File: src/rtl/adms_pkg.sv
// ----------------------------------------------------------------------------
// adms_pkg
// Shared widths, register map, reset values and types for the Adam moment
// gradient scaler.
// ----------------------------------------------------------------------------
package adms_pkg;

	localparam int SLOT_COUNT_DEF = 4096;
	localparam int SLOT_W         = 12;
	localparam int GRAD_W         = 16;
	localparam int MOM_W          = 32;
	localparam int QUO_W          = 32;
	localparam int DEN_W          = MOM_W + 1;
	localparam int CFG_IDX_W      = 4;
	localparam int CFG_DATA_W     = 16;

	// register map
	localparam logic [CFG_IDX_W-1:0] REG_BETA_FIRST     = 4'd0;
	localparam logic [CFG_IDX_W-1:0] REG_BETA_SECOND    = 4'd1;
	localparam logic [CFG_IDX_W-1:0] REG_EPSILON_WEIGHT = 4'd2;
	localparam logic [CFG_IDX_W-1:0] REG_EPSILON_BIAS   = 4'd3;

	localparam logic [CFG_DATA_W-1:0] BETA_FIRST_RST     = 16'd58982;
	localparam logic [CFG_DATA_W-1:0] BETA_SECOND_RST    = 16'd65471;
	localparam logic [CFG_DATA_W-1:0] EPSILON_WEIGHT_RST = 16'd1;
	localparam logic [CFG_DATA_W-1:0] EPSILON_BIAS_RST   = 16'd1;

	localparam logic [QUO_W-1:0] POS_LIMIT = 32'h7FFF_FFFF;
	localparam logic [QUO_W-1:0] NEG_LIMIT = 32'h8000_0000;

	// divider status seen by the sequencer
	typedef struct packed {
		logic             busy;
		logic             ovf;
		logic [QUO_W-1:0] quo;
	} div_stat_t;

endpackage

File: src/rtl/adms_divider.sv
// ----------------------------------------------------------------------------
// adms_divider
// Restoring divider for (mag << 16) / den, one quotient bit per cycle.
// Quotients of 2^32 or more are flagged as overflow without iterating.
// ----------------------------------------------------------------------------
module adms_divider
	import adms_pkg::*;
(
	input  logic             clk,
	input  logic             arst_n,
	input  logic             start,
	input  logic [QUO_W-1:0] mag,
	input  logic [DEN_W-1:0] den,
	output div_stat_t        stat
);

	logic             busy_q;
	logic [4:0]       cnt_q;
	logic [DEN_W-1:0] rem_q;
	logic [QUO_W-1:0] dvd_q;
	logic [QUO_W-1:0] quo_q;
	logic             ovf_q;
	logic [DEN_W-1:0] den_q;
	logic [DEN_W:0]   rem_sh;
	logic [DEN_W+1:0] trial;
	logic             ge;
	logic             too_big;

	assign rem_sh  = {rem_q, dvd_q[QUO_W-1]};
	assign trial   = {1'b0, rem_sh} - {2'b00, den_q};
	assign ge      = !trial[DEN_W+1];
	// quotient >= 2^32 when mag >= den * 2^16
	assign too_big = {17'd0, mag} >= {den, 16'd0};

	always_ff @(posedge clk or negedge arst_n) begin
		if (!arst_n) begin
			busy_q <= 1'b0;
			cnt_q  <= '0;
		end else if (start) begin
			busy_q <= (mag != '0) && !too_big;
			cnt_q  <= 5'(QUO_W - 1);
		end else if (busy_q) begin
			cnt_q <= cnt_q - 5'd1;
			if (cnt_q == '0)
				busy_q <= 1'b0;
		end
	end

	always_ff @(posedge clk) begin
		if (start) begin
			den_q <= den;
			quo_q <= '0;
			ovf_q <= (mag != '0) && too_big;
			// top 16 quotient bits are zero here, so the first partial
			// remainder is just the upper half of mag
			rem_q <= {17'd0, mag[31:16]};
			dvd_q <= {mag[15:0], 16'd0};
		end else if (busy_q) begin
			rem_q <= ge ? trial[DEN_W-1:0] : rem_sh[DEN_W-1:0];
			dvd_q <= {dvd_q[QUO_W-2:0], 1'b0};
			quo_q <= {quo_q[QUO_W-2:0], ge};
		end
	end

	assign stat.busy = busy_q;
	assign stat.ovf  = ovf_q;
	assign stat.quo  = quo_q;

endmodule

File: config.mk
export PLATFORM = sky130hd
export DESIGN_NAME = adms_divider
export DESIGN_NICKNAME = d
export VERILOG_FILES = /design/src/rtl/adms_pkg.sv /design/src/rtl/adms_divider.sv
export SDC_FILE = /design/constraint.sdc
export NUM_CORES = 1
export LEC_CHECK = 0
export BUFFER_PORTS_ARGS = -buffer_cell sky130_fd_sc_hd__clkbuf_2
export CORE_AREA = 5 5 163 165
export DETAILED_ROUTE_END_ITERATION = 12
export DIE_AREA = 0 0 168 170
export GPL_TIMING_DRIVEN = 0
export PLACE_DENSITY = 0.56
export SLEW_MARGIN = 10
export SYNTH_ARGS = -nofsm -noshare
export SYNTH_HDL_FRONTEND = slang
export SYNTH_SLANG_ARGS = --single-unit
File: constraint.sdc
create_clock -name clk -period 4.1 [get_ports clk]
set_input_delay 0.615 -clock clk [delete_from_list [all_inputs] [get_ports clk]]
set_output_delay 0.615 -clock clk [all_outputs]
set_load 0.1 [all_outputs]
# Word-level counts from Yosys, hierarchy flattened
# Index checks and enable logic that the tools add are counted.
# word_totals
register_bits	121
latch_bits	0
ram_bits	0
romBits	0
in_bits	68
out_inout_bits	34
word_cells	28
n_memories	0
# classes
addsub	2
n_mul	0
div_mod_pow	0
n_lt_le_gt_ge	1
n_eq_ne	0
shifts	0
muxes	10
bitwise	0
n_reduce_logical	7
# ops
op	n
$mux 32	2
$ge 32x49->1	1
$sub 34x33->35	1
$mux 33	1
$mux 16	2
$reduce_bool 32->1	1
$mux 5	2
$logic_not 5->1	1
$sub 5x1->5 const B	1
$mux 1	3
$logic_and 1x1->1	2
$logic_not 1->1	2
$reduce_bool 2->1	1

# Depth between registers and ports, before layout
# depth
word_depth	4
depth_mapped	14
ltp_nobuf	13

# Worst setup path after synthesis
# No wires, ideal clock.
# synth_path
kind	register to register
start	register rem_q[0]
end	register rem_q[25]
setup_ns	0.103
arrival_ns	2.826
t_required_ns	3.997
path_slack_ns	1.171
stages_incl_launch_ff	12
n_path_buf	1
synth_period_minus_slack_ns	2.929
path_cell_list	edfxtp_1 ha_1 nor2b_1 o31a_1 o2111ai_2 a211oi_2 or4_1 a31o_1 buf_6 nand4_1 mux2_4 a2111oi_2
# synth_via
elab_chain_cells	2
# synth_lines
element	line	source
start: declaration	adms_divider.sv:19	logic [DEN_W-1:0] rem_q;
start signal: assignment	adms_divider.sv:56	rem_q <= {17'd0, mag[31:16]};
start signal: assignment	adms_divider.sv:59	rem_q <= ge ? trial[DEN_W-1:0] : rem_sh[DEN_W-1:0];
$sub 34x33->35	adms_divider.sv:30	assign trial = {1'b0, rem_sh} - {2'b00, den_q};
$mux 33	adms_divider.sv:59	
# Every way passes these cells.
# A chain may end at the register's enable or synchronous reset.

# Worst setup path in the final report
# layout_path
start	register dvd_q[31]
end	register rem_q[12] (data pin)
# layout_via
elab_chain_cells	4
# layout_lines
element	line	source
start: declaration	adms_divider.sv:20	logic [QUO_W-1:0] dvd_q;
start signal: assignment	adms_divider.sv:57	dvd_q <= {mag[15:0], 16'd0};
start signal: assignment	adms_divider.sv:60	dvd_q <= {dvd_q[QUO_W-2:0], 1'b0};
$sub 34x33->35	adms_divider.sv:30	
$mux 33	adms_divider.sv:59	
$mux 16	adms_divider.sv:58	end else if (busy_q) begin
$mux 16	adms_divider.sv:50	if (start) begin
# Every way passes these cells. The select of a mux whose other input is x is not followed.

==> run metrics <==
Die W 168 µm; Power Internal 2.54 mW; Finished Core Util 0.355; Initial Util 0.295; RSZ-0062 raised after global routing false; asr flop ratio synth 0.0496; synthesized net count 856; PD cells 411 nW/µm²; routability cong. 0.817; placed cell area 8250 µm²; flop2flop setup slack 480 ps; syn_area_per_cell 9.96 µm²; Worst-Margin Slew 1060 ps; Core Footprint 24,900 µm²; critical path fanouts, max 10; I/O Buffers 101; DRT Pass-1 Iters 6; Crit. End Element register; wirelength, routed 20,000 µm; EDFF count, synth 66; row count 58; Seq/Total Area, Yosys 0.425; Max Clk Rate 276 MHz; Final HPWL DP 15,000 µm; HP Class input pin to asynchronous set/reset pin; Finished Layout Cells 1,199; post-synth cell types 76; pin count of the biggest net entering global routing 38; max-slew violations 0; Synth Register Bits 121; die area 28,600 µm²; clock latency on the worst-skew pair 420 ps; nets 976; YS warnings 0; Critical R2R Capture rem_q[12]$_DFFE_PP_; via count 5,974; sequential share of power 0.387; clk sinks 121; Post-CTS Hold Buffers 0; ys flop type edfxtp_1; I/O Pins 102; Req. time, crit path 4390 ps; grt total ovfl 0; Inserted Clock Buffers 17; CTS tree done; Worst VDD drop 272 µV; Cells after DPL 1,167; endpoints failing hold 0; relative slew slack 0.296; Ant. Diodes 0; drt initial violations 305; RR Startpoint dvd_q[31]$_DFFE_PP_; ANT nets after route 0; vias in the first global route 5,801; Post-CTS Setup Bufs 0; switching power 1.08 mW; antenna violations before repair 0; clock share of power 0.412; critical path launch point type register; status finished, final reports clean; Vias/cell 4.98; CP Data Arrival Time 3910 ps; leakage power 4.02 nW; Logic pwr share 0.201; total track usage 0.138; Filler cells 2,580; Max Clock Skew 10.1 ps; layout cells sized above 1 0.220; Cell Area, Synth 7330 µm²; Final setup viols 0; Worst Setup Slack, final 478 ps; Setup TNS 0 ps; die height 170 µm; Place WS 459 ps; clock root cell clkbuf_16; max-cap viol count 0; min cycle time layout 3620 ps; crit path kind register to register; Finished Cell Area 8830 µm²; CTS Buffer Depth 2; Sw Ratio 0.299; Post-Synthesis Cells 736; CTS H-tree lvls 4; first-pass GRT wire length 31,500 µm; DRC viols 0; Reg2Reg Depth 14; period utilisation layout 0.883; area delta synth->final 20.4%; post-CTS sizing 0; clock-pin slew on the worst setup and hold paths 60 ps; WL/cell 16.6 µm
-- synthesized netlist by cell type (all sizes together), types with 4 or more instances --
cell type | n | share of area
buf | 10 | 0.0097
nand3 | 11 | 0.0075
a211oi | 9 | 0.0099
and2 | 4 | 0.0036
clkbuf | 24 | 0.018
mux2i | 41 | 0.056
nand2 | 56 | 0.030
xnor2 | 15 | 0.018
a31oi | 5 | 0.0043
and3 | 6 | 0.0061
nor4b | 4 | 0.0048
o211ai | 10 | 0.010
a32oi | 5 | 0.0060
o21bai | 4 | 0.0041
a41oi | 5 | 0.0060
inv | 62 | 0.032
ha | 51 | 0.087
dfrtp | 6 | 0.020
xor2 | 12 | 0.014
nor4 | 14 | 0.012
nor3 | 8 | 0.0055
nor2b | 5 | 0.0043
nand4 | 14 | 0.012
dfxtp | 49 | 0.13
nand2b | 4 | 0.0034
a21o | 19 | 0.019
nor2 | 68 | 0.035
mux2 | 25 | 0.039
a21oi | 36 | 0.025
edfxtp | 66 | 0.27
o21ai | 40 | 0.028
-- state kept, by name, indices dropped and copies added (netlist names) --
| signal | count |
|---|---|
| den_q | 33 |
| rem_q | 33 |
| quo_q | 32 |
| dvd_q | 16 |
| cnt_q | 5 |
| busy_q | 1 |
| ovf_q | 1 |
-- worst max-delay path, cell delays in order (launching register included) --
cell and delay, ps:
edfxtp_1 380, inv_1 70, ha_1 160, inv_1 50, fa_1 440, a211oi_1 330
o21bai_1 160, o21ai_1 260, a21oi_1 110, nand4b_2 330, nand2_4 200, clkbuf_1 590
nand2_1 100, o21ai_0 120, mux2_2 180
-- power groups by stage --
stage	sequential, mW	combinational, mW	clock (mW)
4_1_cts	1.40	0.726	1.53
3_3_place_gp	1.43	0.717	0
6_report	1.40	0.728	1.50
2_1_floorplan	1.42	0.537	0
3_5_place_dp	1.43	0.721	0
5_1_grt	1.41	0.812	1.58
-- final cells by class --
class	count	area (µm²)	share of cell area
repair buffers	101	505	0.0573
inverters	63	236	0.0268
plain buffers	37	280	0.0318
well taps	330	413	0.0468
clock buffers	17	425	0.0482
flip-flops and latches	121	3110	0.353
multi-input cells	515	3700	0.420
clock inverters	15	150	0.0170
-- worst max path at each step --
stage	from	end	slack (ps)	cells after the start
floorplan	rem_q[0]$_DFFE_PP_	rem_q[25]$_SDFFE_PP0P_	1170	11
global placement	start	dvd_q[17]$_DFFE_PP_	400	5
detailed placement	dvd_q[31]$_DFFE_PP_	rem_q[12]$_DFFE_PP_	460	14
CTS	dvd_q[31]$_DFFE_PP_	rem_q[12]$_DFFE_PP_	430	14
global route	dvd_q[31]$_DFFE_PP_	rem_q[12]$_DFFE_PP_	140	14
finish	dvd_q[31]$_DFFE_PP_	rem_q[12]$_DFFE_PP_	480	14
-- per-stage QoR --
stage	hold slack (ps)	power (mW)
3_5_place_dp	458	2.15
2_1_floorplan	319	1.95
5_1_grt	11.4	3.80
6_report	13.9	3.63
4_1_cts	7.89	3.66
3_3_place_gp	451	2.14
-- logic make-up (layout without fill, tap and decap cells) --
family	count (synthesis)	count (layout)	share of synthesized area
buffers and inverters	100	233	0.0705
AOI/OAI and AO/OA	164	164	0.151
DFF	121	121	0.425
and+or+nand+nor	206	206	0.137
xor gates and xnor gates	27	27	0.0322
muxes	66	66	0.0949
adders and majority gates	52	52	0.0897
-- layer usage --
metal	part of all wire	GRT usage	vias up	wire length, µm
met5	0	0	-	0
met4	0.011	0.0402	0	227
met3	0.049	0.0276	13	972
met2	0.48	0.229	158	9630
met1	0.46	0.183	2859	9130
li1	-	-	2944	-
-- cells in the final DEF (no fill, tap or decap), drive strengths merged, types with 4 or more instances in the layout --
master,count
clkbuf,142
inv,75
nor2,68
edfxtp,66
nand2,56
ha,51
dfxtp,49
mux2i,41
o21ai,40
a21oi,36
mux2,25
a21o,19
xnor2,15
nand4,14
nor4,14
xor2,12
nand3,11
o211ai,10
buf,10
a211oi,9
nor3,8
dfrtp,6
and3,6
a41oi,5
nor2b,5
a31oi,5
a32oi,5
nand2b,4
nor4b,4
o21bai,4
and2,4
Power figures use the tool's default switching activity.
