File: config.mk
export PLATFORM = sky130hd
export DESIGN_NAME = adms_moment_update
export DESIGN_NICKNAME = d
export VERILOG_FILES = /design/src/rtl/adms_pkg.sv /design/src/rtl/adms_moment_update.sv
export SDC_FILE = /design/constraint.sdc
export NUM_CORES = 2
export LEC_CHECK = 0
export BUFFER_PORTS_ARGS = -buffer_cell sky130_fd_sc_hd__buf_2
export CAP_MARGIN = 20
export CORE_MARGIN = 2
export CORE_UTILIZATION = 62
export CTS_CLUSTER_SIZE = 28
export DETAILED_ROUTE_END_ITERATION = 7
export PLACE_DENSITY = 0.79
export SKIP_LAST_GASP = 1
export SLEW_MARGIN = 20
export SYNTH_ARGS = -nofsm -noshare
export SYNTH_HDL_FRONTEND = slang
export SYNTH_SLANG_ARGS = --single-unit
File: constraint.sdc
create_clock -name clk -period 19.2 [get_ports clk]
set_clock_uncertainty 0.15 [all_clocks]
set_input_delay 3.84 -clock clk [delete_from_list [all_inputs] [get_ports clk]]
set_output_delay 3.84 -clock clk [all_outputs]
set_load 0.01 [all_outputs]
File: src/rtl/adms_pkg.sv
// ----------------------------------------------------------------------------
// adms_pkg
// Shared widths, register map, reset values and types for the Adam moment
// gradient scaler.
// ----------------------------------------------------------------------------
package adms_pkg;

	localparam int SLOT_COUNT_DEF = 4096;
	localparam int SLOT_W         = 12;
	localparam int GRAD_W         = 16;
	localparam int MOM_W          = 32;
	localparam int QUO_W          = 32;
	localparam int DEN_W          = MOM_W + 1;
	localparam int CFG_IDX_W      = 4;
	localparam int CFG_DATA_W     = 16;

	// register map
	localparam logic [CFG_IDX_W-1:0] REG_BETA_FIRST     = 4'd0;
	localparam logic [CFG_IDX_W-1:0] REG_BETA_SECOND    = 4'd1;
	localparam logic [CFG_IDX_W-1:0] REG_EPSILON_WEIGHT = 4'd2;
	localparam logic [CFG_IDX_W-1:0] REG_EPSILON_BIAS   = 4'd3;

	localparam logic [CFG_DATA_W-1:0] BETA_FIRST_RST     = 16'd58982;
	localparam logic [CFG_DATA_W-1:0] BETA_SECOND_RST    = 16'd65471;
	localparam logic [CFG_DATA_W-1:0] EPSILON_WEIGHT_RST = 16'd1;
	localparam logic [CFG_DATA_W-1:0] EPSILON_BIAS_RST   = 16'd1;

	localparam logic [QUO_W-1:0] POS_LIMIT = 32'h7FFF_FFFF;
	localparam logic [QUO_W-1:0] NEG_LIMIT = 32'h8000_0000;

	// divider status seen by the sequencer
	typedef struct packed {
		logic             busy;
		logic             ovf;
		logic [QUO_W-1:0] quo;
	} div_stat_t;

endpackage

File: src/rtl/adms_moment_update.sv
// ----------------------------------------------------------------------------
// adms_moment_update
// Two-stage moment update: products, then sum, floor shift and clamp.
// ----------------------------------------------------------------------------
module adms_moment_update
	import adms_pkg::*;
(
	input  logic                     clk,
	input  logic                     prod_en,
	input  logic                     acc_en,
	input  logic signed [MOM_W-1:0]  m_cur,
	input  logic [MOM_W-1:0]         v_cur,
	input  logic signed [GRAD_W-1:0] grad,
	input  logic [MOM_W-1:0]         grad_sq,
	input  logic [CFG_DATA_W-1:0]    beta_first,
	input  logic [CFG_DATA_W-1:0]    beta_second,
	output logic signed [MOM_W-1:0]  m_new,
	output logic [MOM_W-1:0]         v_new
);

	logic [16:0]        b1c;
	logic [16:0]        b2c;
	logic signed [49:0] pm_a_s1;
	logic signed [49:0] pm_b_s1;
	logic [49:0]        pv_a_s1;
	logic [49:0]        pv_b_s1;
	logic signed [49:0] msum;
	logic [49:0]        vsum;
	logic signed [33:0] mfl;
	logic [33:0]        vfl;

	assign b1c = 17'h10000 - {1'b0, beta_first};
	assign b2c = 17'h10000 - {1'b0, beta_second};

	always_ff @(posedge clk) begin
		if (prod_en) begin
			pm_a_s1 <= $signed({34'd0, beta_first}) * $signed({{18{m_cur[MOM_W-1]}}, m_cur});
			// gradient moved to Q7.24 by the 12-bit shift
			pm_b_s1 <= $signed({33'd0, b1c})
				* $signed({{22{grad[GRAD_W-1]}}, grad, 12'd0});
			pv_a_s1 <= {34'd0, beta_second} * {18'd0, v_cur};
			pv_b_s1 <= {33'd0, b2c} * {18'd0, grad_sq};
		end
	end

	assign msum = pm_a_s1 + pm_b_s1;
	assign vsum = pv_a_s1 + pv_b_s1;
	assign mfl  = msum[49:16];
	assign vfl  = vsum[49:16];

	always_ff @(posedge clk) begin
		if (acc_en) begin
			if (mfl > 34'sh0_7FFF_FFFF)
				m_new <= 32'sh7FFF_FFFF;
			else if (mfl < -34'sh0_8000_0000)
				m_new <= 32'sh8000_0000;
			else
				m_new <= mfl[31:0];
			v_new <= (vfl[33:32] != 2'b00) ? 32'hFFFF_FFFF : vfl[31:0];
		end
	end

endmodule

Word level (Yosys, flattened, before mapping)
Cells that the tools add are included.
Word-level totals
  logic and storage cells: 18
  input port bits: 147
  output and inout port bits: 64
  flip-flop bits (word level): 249
Operators by class
  $add $sub $neg: 4
  mux-type cells: 1
  magnitude comparators: 2
  $mul: 4
  reductions and logical operators: 1
Operators by type and width (count)
  multiplier 17 x 32 -> 49 bit: 2
  adder 48 x 49 -> 50 bit: 1
  adder 50 bit: 1
  multiplier 16 x 32 -> 48 bit: 1
  greater-than comparator 34 x 32 -> 1 bit (second input constant): 1
  < comparator 34 x 32 -> 1 bit (second input constant): 1
  multiplier 18 x 16 -> 34 bit: 1
  subtractor 17 x 16 -> 17 bit (first input constant): 2
  two-way mux 32 bit: 1
  nonzero test 2 bit: 1

Logic depth before layout (Yosys ltp)
  depth after elaboration: 3
  gate-level depth with buffers: 33
  gate-level depth less buffers: 32

Worst setup path after synthesis
No wires, ideal clock.
  path kind: input to register
  start: input port beta_second[4]
  end: register pv_b_s1[41], data pin
  data required time: 18786 ps
  setup slack: 7518 ps
  library setup time: 264 ps
  arrival: 11268 ps
  cell stages on the path: 30
  buffers on the path: 2
  cells stage by stage: clkbuf_1 -> or3_1 -> nor4_1 -> nand2_1 -> nor4_1 -> xnor2_1 -> clkbuf_1 -> nand2_1 -> fa_1 -> inv_1 -> fa_1 -> fa_1 -> fa_1 -> fa_1 -> inv_1 -> fa_1 -> inv_1 -> ha_1 -> a21o_1 -> a21o_1 -> a21o_1 -> a311oi_2 -> o21ai_1 -> a41o_1 -> or4_4 -> a31oi_4 -> o21ai_2 -> a21o_1 -> a21oi_2 -> xnor2_1
On the way
  word-level cells in the longest chain between the ends: 2
Ends and longest elaborated chain
  start, declared: RTL line adms_moment_update.sv:16  | input logic [CFG_DATA_W-1:0] beta_second,
  subtractor 17 x 16 -> 17 bit: RTL line adms_moment_update.sv:33  | assign b2c = 17'h10000 - {1'b0, beta_second};
  multiplier 17 x 32 -> 49 bit: RTL line adms_moment_update.sv:42  | pv_b_s1 <= {33'd0, b2c} * {18'd0, grad_sq};
  end signal, assigned: RTL line adms_moment_update.sv:42
  end, declared: RTL line adms_moment_update.sv:26  | logic [49:0] pv_b_s1;
Every way passes these cells.
A chain may end at the register's enable or synchronous reset.

Final worst setup path
  start: input port beta_second[4]
  end: register pv_b_s1[48], data pin
Same word-level chain as after synthesis.

==> results.txt <==
The run finished with clean final reports. The synthesis-to-layout area growth came out at 4.439%. Yosys attributes the largest share of cell area to fa_1 45%, ha_1 10%, edfxtp_1 9.9%. The post-synthesis register bit count is 232. The total global routing track utilization came out at 31.34%. Row generation in the floorplan step produced between 100 and 150 rows. On the critical path, the stage with the largest delay is an instance of nor4_1.

The root cell of the clock tree is clkbuf_16. The total of endpoints with negative setup slack in the final report is 0. The number of nets with antenna violations after detailed routing is 0. In this run the biggest area consumer among cell types represents 44.65% of the synthesized area. The largest net degree at the start of global routing is around 100.

The net count reported at finish came out at 9853. On the worst path, the slowest cell contributes a delay of 0.94 ns. STA classifies the critical path endpoint as a flip-flop. The clock insertion delay at the later pin of the skew report is 0.59 ns. The worst hold path stage count came out at 2.

The worst register-to-register path begins at pm_a_s1[26]. The relative max-transition margin came out at 18.30%. The synthesized-area fraction occupied by and/or/nand/nor cells came out at between 15 and 20%. The average footprint of a synthesized cell is 9.186 um2. The cell occurring most often along the worst timing path is fa_1. The required time reported for the critical path endpoint is between 15 and 20 ns. The reported max-cap violation count came out at 0. The die span in x came out at 340.1 um. The min-delay analysis places its worst path in the category reg2reg. By area, the combinational part of the netlist is dominated by adder cells. Summing the areas of all compound-gate instances in the mapped netlist gives 5.399% of the synthesized area. The share of the core filled with cells in the final layout came out at 65.11%.

After legalization and detailed placement, the total HPWL measured around 140 mm. The number of buffers and inverters on the critical path came out at 7. The final-layout setup total negative slack is 0 ns. The quantity of hold-fixing buffers added after cts came out at 0. The most instantiated flip-flop cell in the synthesis netlist is edfxtp_1.

The first global-routing pass estimated 289.4 mm of wire. The clock sink count is 232. The number of buffers inserted during clock tree synthesis came out at 28. TritonCTS built the clock tree. The number of synthesis warnings came out at 0. The number of nets in the synthesized netlist came out at 9900.

The transition time at the pin with the least slew margin came out at 1.214 ns. The maximum clock rate came out at 78.24 MHz. The area share of xor/xnor cells in the synthesized design came out at between 2 and 3%. For this run, the detailed router's first-pass iteration total came to 6. The count of instances resized after the clock tree is built is 0. The worst hold slack came out at approximately 0.41 ns.

The area after detailed placement came out at 0.07221 mm2. The remaining design rule violation count came out at 0. The final global-route overflow total came out at 0. The kind of cell with the highest combined delay along the critical path is adder cells. The total of buffers placed on input and output ports came out at between 200 and 250.

The count of cells along the worst register-to-register path is 12. The finished cells cover 0.07315 mm2. The adder-cell share of the synthesized area came out at a little over half. The worst hold path begins at pv_b_s1[48].

The data arrival time of the critical path came out at approximately 13 ns. The maximum fanout count along the critical path came out at 35. The number of buffers on the longest clock path came out at 3. The overall die height is approximately 340 um.

The weighted congestion reported at the end of routability-driven placement is 0.9194. The critical path runs through a total of 32 cells. The sequential-to-total area share from yosys stat is under 10%. The die area is 0.1157 mm2. In the final routed layout, each cell accounts on average for 19.19 um. The final number of hold-violating endpoints is 0. The final count of pins violating max slew is 0. The total number of H-tree levels is 1.

In this run, the number of DRC markers left after iteration 0 of detailed routing was 3715. In the synthesized netlist the async set-or-reset flop fraction comes to 0%. The final worst-path cycle share came out at 66.57%.

The number of enable-type register cells in the synthesized netlist is 232. The mux cell area share after synthesis is 0%. The clock period minus final worst setup slack is ~13 ns. The classification of the worst setup path is in2reg. The core outline area came out at 0.1123 mm2. The per-cell via count in the routed design came out at between 5 and 6.

The register clock-pin slew on the reported worst setup and hold paths came out at 0.06 ns. Setup repair after global routing left no endpoint under its margin. The worst setup path is launched from a primary input.

The final routed wirelength across all metal layers came out at approximately 170 mm. The post-synthesis cell type with the largest combined area is fa_1. The count of distinct cell types in the synthesized netlist is between 90 and 100. The cell count after synthesis is between 7000 and 8000. The routed layout has 51601 vias. The layout cell share with drive strength beyond 1 is 5.094%.

The area of the mapped netlist came out at approximately 0.07 mm2. The number of setup buffers added after CTS is 0. The most critical setup path has its startpoint at beta_second[4]. The initial standard-cell utilization of the core is between 60 and 70%. Pin placement for this block handled 211 I/O pins. The via count of the first global-routing pass came out at 56827. The number of antenna violations at the first check in global routing came to 9.
-- registers in the layout (all words and copies together) (netlist names) --
name / count
pv_a_s1: 48
v_new: 32
m_new: 32
pm_a_s1: 37
pv_b_s1: 49
pm_b_s1: 34
-- worst register-to-register path: stages (launching register included) --
cell	delay, ns
edfxtp_1	0.49
ha_1	0.41
a211oi_1	0.24
nor2_1	0.08
o41ai_1	0.32
nand3_1	0.15
a22o_1	0.36
a211o_1	0.34
a21oi_2	0.25
o311ai_2	0.15
xor2_1	0.20
o21bai_2	0.88
o21ai_0	0.46
-- final cells by class --
class	instances	area, um2
Antenna cell	4	10.01
Clock buffer	31	733.2
Clock inverter	19	186.4
Fill cell	8961	39200
Inverter	1793	6730
Multi-Input combinational cell	5255	55160
Sequential cell	232	6967
Tap cell	1500	1877
Timing Repair Buffer	267	1488
-- cell usage in the layout, fill, tap and decap left out, drive strengths merged, types with 130 or more instances in the layout --
cell type,count
xnor2,154
fa,1562
o21ai,130
nand2,1348
ha,567
and2,605
buf,267
a21oi,181
inv,1796
edfxtp,232
-- path summary, 6_finish.rpt --
check / slack, ns / to
worst max-delay path: 6.42 / pv_b_s1[48]
worst min-delay path: 0.41 / v_new[31]
worst max register to register: 14.32 / m_new[4]
worst min register to register: 0.41 / v_new[31]
-- per-layer routing --
layer	up-vias	global-route usage, %	share of wire (%)
li1	22486	-	-
met1	26236	38.89	37
met2	2262	54.73	50
met3	601	4.664	7.8
met4	16	13.55	4.9
met5	-	0	0.059
-- metrics by stage --
stage	setup slack [ns]	cells
final	6.419	9101
after global routing	5.978	9099
after CTS	6.623	9097
after detailed placement	6.068	9047
after global placement	6.208	9047
after floorplan	7.518	7624
-- logic make-up (layout without fill, tap and decap cells) --
kind of cell / Yosys count / count (layout)
compound gates: 565 / 565
flops: 232 / 232
xor+xnor: 232 / 232
fa+ha+maj: 2129 / 2129
buf+inv: 2137 / 2110
simple gates: 2329 / 2329
other cells: 0 / 4
-- synth_stat cells (6+ instances only) --
cell type and number:
a211o_1 7, a211oi_1 16, a21boi_0 7, a21o_1 87
a21oi_1 173, a21oi_2 8, a31o_2 6, and2_1 604
and3_1 19, and4_1 7, buf_1 26, buf_2 7
clkbuf_1 310, edfxtp_1 232, fa_1 1562, ha_1 567
inv_1 1793, nand2_1 1348, nand2b_1 43, nand3_1 35
nand4_1 24, nor2_1 124, nor2b_1 31, nor3_1 43
nor4_1 10, o211ai_1 8, o21a_1 26, o21ai_0 110
o21ai_1 19, o21bai_1 19, o31ai_1 7, or3_1 6
xnor2_1 154, xor2_1 78
Power is not shown: default switching activity piles up to over one toggle a cycle in this logic, so the estimate is an artifact.
